<file path="config.mk">
export PLATFORM = sky130hd
export DESIGN_NAME = brfifo_queue
export DESIGN_NICKNAME = d
export VERILOG_FILES = /design/src/brfifo_pkg.sv /design/src/brfifo_queue.sv
export SDC_FILE = /design/constraint.sdc
export NUM_CORES = 1
export LEC_CHECK = 0
export ABC_AREA = 1
export BUFFER_PORTS_ARGS = -buffer_cell sky130_fd_sc_hd__buf_2
export CORE_MARGIN = 5
export CORE_UTILIZATION = 25
export CTS_BUF_LIST = sky130_fd_sc_hd__clkbuf_16
export DETAILED_ROUTE_END_ITERATION = 8
export GPL_ROUTABILITY_DRIVEN = 0
export HOLD_SLACK_MARGIN = 0.12
export SLEW_MARGIN = 20
export SYNTH_ARGS = -nofsm -noshare
export SYNTH_HDL_FRONTEND = slang
export SYNTH_SLANG_ARGS = --single-unit
</file>
<file path="constraint.sdc">
create_clock -name clk -period 3.64 [get_ports clk]
set_input_delay 0.182 -clock clk [delete_from_list [all_inputs] [get_ports clk]]
set_output_delay 0.182 -clock clk [all_outputs]
set_load 0.01 [all_outputs]
</file>
<file path="src/brfifo_pkg.sv">
`timescale 1ns / 1ps
// ----------------------------------------------------------------------------
// brfifo_pkg: shared types and codes for the byte ring FIFO
// Request and response payloads, the decoded command that passes from the
// front end to the back end, and the item kind codes.
// ----------------------------------------------------------------------------
package brfifo_pkg;

  localparam int KIND_W  = 2;
  localparam int BYTE_W  = 8;
  localparam int COUNT_W = 7;
  localparam int LEVEL_W = 11;

  // Item kind codes as they arrive on the request channel
  localparam logic [KIND_W-1:0] KIND_WRITE = 2'd0;
  localparam logic [KIND_W-1:0] KIND_READ  = 2'd1;
  localparam logic [KIND_W-1:0] KIND_FLUSH = 2'd2;

  // Decoded operation carried through the command queue
  typedef enum logic [1:0] {
    OP_WRITE,
    OP_READ,
    OP_FLUSH,
    OP_NOP
  } op_t;

  typedef struct packed {
    logic [KIND_W-1:0]  kind;
    logic [BYTE_W-1:0]  data_byte;
    logic [COUNT_W-1:0] read_count;
    logic               consume;
    logic               deliver;
  } req_t;

  typedef struct packed {
    logic [BYTE_W-1:0]  out_byte;
    logic               status;
    logic [COUNT_W-1:0] moved;
    logic               last;
    logic [LEVEL_W-1:0] readable;
    logic [LEVEL_W-1:0] writable;
  } rsp_t;

  typedef struct packed {
    op_t                op;
    logic [BYTE_W-1:0]  data_byte;
    logic [COUNT_W-1:0] count;
    logic               consume;
    logic               deliver;
  } cmd_t;

endpackage

</file>
<file path="src/brfifo_queue.sv">
`timescale 1ns / 1ps
// ----------------------------------------------------------------------------
// brfifo_queue: two-entry command queue
// Decouples the request channel from the back end so that either side can
// stall without holding up the other.
// ----------------------------------------------------------------------------
module brfifo_queue
  import brfifo_pkg::*;
(
  input  logic clk,
  input  logic rst,
  input  logic push,
  output logic push_ready,
  input  cmd_t push_cmd,
  output logic head_valid,
  input  logic pop,
  output cmd_t head_cmd
);

  cmd_t       slots [2];
  logic       wr_ptr;
  logic       rd_ptr;
  logic [1:0] count;

  assign push_ready = (count != 2'd2);
  assign head_valid = (count != 2'd0);
  assign head_cmd   = slots[rd_ptr];

  // Advance pointers and occupancy
  always_ff @(posedge clk) begin
    if (rst) begin
      wr_ptr <= 1'b0;
      rd_ptr <= 1'b0;
      count  <= 2'd0;
    end else begin
      if (push) wr_ptr <= ~wr_ptr;
      if (pop)  rd_ptr <= ~rd_ptr;
      case ({push, pop})
        2'b10:   count <= count + 2'd1;
        2'b01:   count <= count - 2'd1;
        default: count <= count;
      endcase
    end
  end

  // Hold the command payloads
  always_ff @(posedge clk) begin
    if (push) slots[wr_ptr] <= push_cmd;
  end

endmodule

</file>
Word-level counts from Yosys, hierarchy flattened:

Memory sizes are Yosys's and may differ from the RTL's. A register that Yosys moved wholly into a read port is not among the register bits.
Index checks and enable logic that the tools add are counted.

* bits in writable memories: 38
* word-level logic and storage cells: 18
* output and inout bits: 21
* input port bits: 23
* memories kept: 1
* bits in registers: 4

Memory list
* slots: depth 2, bits a word 19, read ports 1, clocked after memory_dff 1, write ports 1, RTL line brfifo_queue.sv:20 `cmd_t slots [2];`

* add/sub/neg operators: 2
* equal/unequal tests: 3
* reduce and logical (&&, ||, !) cells: 2
* muxes and demuxes: 5
* bitwise operators: 2

Operators with widths (count)
* 2-to-1 mux 1 bit: 4
* case mux 2 bit (2 select lines): 1
* nonzero test 2 bit: 2
* adder 2 x 1 -> 2 bit, second input constant: 1
* == test 2 x 1 -> 1 bit, second input constant: 1
* == test 2 bit, second input constant: 1
* != test 2 bit, second input constant: 1
* NOT 1 bit: 2
* subtractor 2 x 1 -> 2 bit, second input constant: 1

Depth between registers and ports, before layout:

* word-level depth: 3
* depth in mapped cells: 7
* gate-level depth less buffers: 7

Least setup slack after synthesis:

Ideal clock, no wire load.

* path type: flip-flop to flip-flop
* start point: register wr_ptr
* end point: memory slots[0][0] (netlist name) (enable)
* setup time: 395 ps
* path slack: 2104 ps
* buffers on the path: 0
* arrival time: 1141 ps
* stages on the path, launching flop included: 2
* clock period less this slack: 1536 ps
* path through: dfxtp_1 nor2_1

RTL lines
* start, declared: RTL line brfifo_queue.sv:21 `logic wr_ptr;`
* start signal, assigned: RTL line brfifo_queue.sv:36 `if (push) wr_ptr <= ~wr_ptr;`
* end, declared: RTL line brfifo_queue.sv:20

Straight into the memory's write port.

==> impl_metrics.json <==
{
  "status": "completed",
  "cts_buffer_depth": 2,
  "cp-end-kind": "output pin",
  "synth_compound_area_frac": 0.00607,
  "holdCritStartpoint": "pop",
  "cts_root_buffer": "clkbuf_16",
  "ios": 44,
  "crit_arrival_ns": 1.51,
  "routed_wl_um": 2780,
  "tightest_slew_ns": 1.03,
  "coreArea_um2": 6390,
  "p_per_area_nw_per_um2": 493,
  "seq_area_um2": 1240,
  "worst_r2r_path_depth": 1,
  "hpwl_um": 1830,
  "synthXorXnorAreaFrac": 0.00532,
  "finalHoldViolations": 0,
  "ys_seq_elements": 43,
  "clock_skew_ns": 0.00394,
  "pwr-share-comb": 0.116,
  "ys_seq_area_frac": 0.753,
  "reg2reg_from": "wr_ptr",
  "routed_via_density": 3.92,
  "required_ns": 3.46,
  "ant_nets": 0,
  "fin_nets": 183,
  "drt_iter0_drc": 11,
  "startpoint_type": "register",
  "fillerInstances": 624,
  "rows": 29,
  "hold_class": "in2reg",
  "clock-sinks": 43,
  "syn_nets": 115,
  "multiInputGateArea_um2": 355,
  "post-route-period-util": 0.465,
  "timing.hold.ws_ns": 0.193,
  "grtUsageMet2": 0.126,
  "yosysWarnings": 0,
  "syn-mean-instance-area_um2": 18.1,
  "grt_max_degree": 21,
  "diodes": 0,
  "synthesis.area_um2": 1650,
  "critPathKind": "reg2out",
  "area_growth_pct": 37.7,
  "ir_drop_v": 0.000308,
  "vias": 930,
  "reg2reg_setup_slack_ns": 2.12,
  "antenna_found_initial": 0,
  "p_sw_uw": 229,
  "synth_top_family_by_area": "multiplexers",
  "p_leak_uw": 0.000916,
  "drcViolationCount": 0,
  "max-slew-margin-rel": 0.312,
  "cts-buffers-inserted": 5,
  "met1_usage": 0.0804,
  "die_h_um": 91.2,
  "cts_resized": 0,
  "final.setup.tns_ns": 0,
  "synth-simple-area-share": 0.0425,
  "synthAdderAreaFrac": 0.00759,
  "grt_pass1_wl_um": 4860,
  "sw_frac_of_total": 0.205,
  "maxCapViolCount": 0,
  "seq_power_share": 0.525,
  "top_usage_layer": "met2",
  "slew_violations": 0,
  "fmax_mhz": 591,
  "grt_setup_unrepaired": "false",
  "cts_tree": "yes",
  "h-tree-depth": 2,
  "p_int_uw": 890,
  "power_uw": 1120,
  "wl_per_cell_um": 11.7,
  "yosys.cell_types.count": 16,
  "grt_pass1_vias": 1045,
  "drive_gt1_frac": 0.438,
  "gr-total-overflow": 0,
  "clk_pin_slew_worst_paths_ns": 0.05,
  "grt_usage": 0.0738,
  "r2r-end": "slots[0][13]",
  "chipWidth_um": 91.2,
  "final_util": 0.355,
  "synth.area.mux_share": 0.153,
  "dieArea_um2": 8310,
  "path_max_fanout": 19,
  "power_frac_clock": 0.359,
  "cts_setup_buffers": 0,
  "firstDrtPassIters": 3,
  "portBuffers": 43,
  "fin_crit_ns": 1.69,
  "met3_usage": 0.0347,
  "hold_depth": 3,
  "clk_latency_ns": 0.27,
  "syn_inst": 91,
  "initial_core_util": 0.258,
  "finalSetupViolCount": 0
}
-- synth_stat cells --
| cell type | n | area (um2) |
|---|---|---|
| buf_6 | 1 | 11.3 |
| mux2_2 | 9 | 101 |
| nand2_1 | 6 | 22.5 |
| or2_2 | 1 | 6.26 |
| edfxtp_1 | 38 | 1140 |
| nor2_1 | 8 | 30.0 |
| nor3_1 | 1 | 5.00 |
| inv_1 | 6 | 22.5 |
| o21ai_0 | 1 | 5.00 |
| buf_12 | 1 | 20.0 |
| xnor2_1 | 1 | 8.76 |
| mux2_4 | 10 | 150 |
| a21oi_1 | 1 | 5.00 |
| nand4_1 | 1 | 6.26 |
| ha_1 | 1 | 12.5 |
| dfxtp_1 | 5 | 100 |
-- metal layers --
| metal | part of all wire | wire length (um) |
|---|---|---|
| met5 | 0 | 0 |
| met4 | 0.0050 | 14 |
| met3 | 0.077 | 214 |
| met2 | 0.50 | 1400 |
| met1 | 0.41 | 1150 |
-- through the flow --
stage	instance area, um2	worst slack (ns)	cells
6_report	2270	1.95	237
5_1_grt	2270	1.84	237
4_1_cts	2270	1.52	237
3_5_place_dp	1930	1.82	209
3_3_place_gp	1930	1.82	209
2_1_floorplan	1650	2.10	91
-- how the worst max path moves through the flow --
stage / cells past startpoint / end / startpoint / slack (ns)
floorplan: 1 / slots[0][0] / wr_ptr / 2.10
global placement: 2 / head_cmd[18] / register / 1.82
detailed placement: 2 / head_cmd[18] / register / 1.82
CTS: 2 / head_cmd[18] / register / 1.52
global route: 2 / head_cmd[13] / register / 1.84
finish: 2 / head_cmd[13] / register / 1.95
-- power by group through the flow --
| stage | sequential, uW | combinational (uW) | clock (uW) |
|---|---|---|---|
| after floorplan | 585 | 84.3 | 0 |
| after global placement | 597 | 116 | 0 |
| after detailed placement | 598 | 117 | 0 |
| after CTS | 588 | 134 | 416 |
| after global routing | 590 | 145 | 449 |
| final | 587 | 130 | 402 |
-- timing repair --
action	4_1_cts	5_1_grt
hold buffers	20	0
endpoints found under the hold margin	40	0
endpoints found under the setup margin	0	0
-- worst max-delay path, cell delays in order, from the launching register on --
cell     delay [ns]
dfxtp_2        0.70
mux2_2         0.40
buf_2          0.14
-- kinds of logic after synthesis --
kind of cell / after synthesis
AO/OA/AOI/OAI: 2
XOR/XNOR: 1
adder cells (fa/ha/maj): 1
buffers and inverters: 8
flip-flops: 43
multiplexers: 19
AND/OR/NAND/NOR: 17
-- layout make-up --
| class | count | area share |
|---|---|---|
| clock buffer | 5 | 0.0552 |
| clock inverter | 3 | 0.00496 |
| inverter | 6 | 0.00993 |
| multi-input combinational | 40 | 0.157 |
| sequential | 43 | 0.548 |
| tap | 77 | 0.0425 |
| timing repair buffer | 63 | 0.183 |
-- state kept, by name (all words and copies together), names as in the netlist, named ones only --
| signal | cells |
|---|---|
| wr_ptr | 1 |
| rd_ptr | 1 |
| slots | 38 |
| count | 2 |
-- placed cells by master, fill, tap and decap left out, drive strengths merged --
cell type    instances
buf                 43
edfxtp              38
dlygate4sd3         20
mux2                19
inv                  9
nor2                 8
nand2                6
clkbuf               5
dfxtp                5
or2                  1
xnor2                1
o21ai                1
a21oi                1
nor3                 1
nand4                1
ha                   1
No activity file was read; power rests on OpenSTA's default activity.
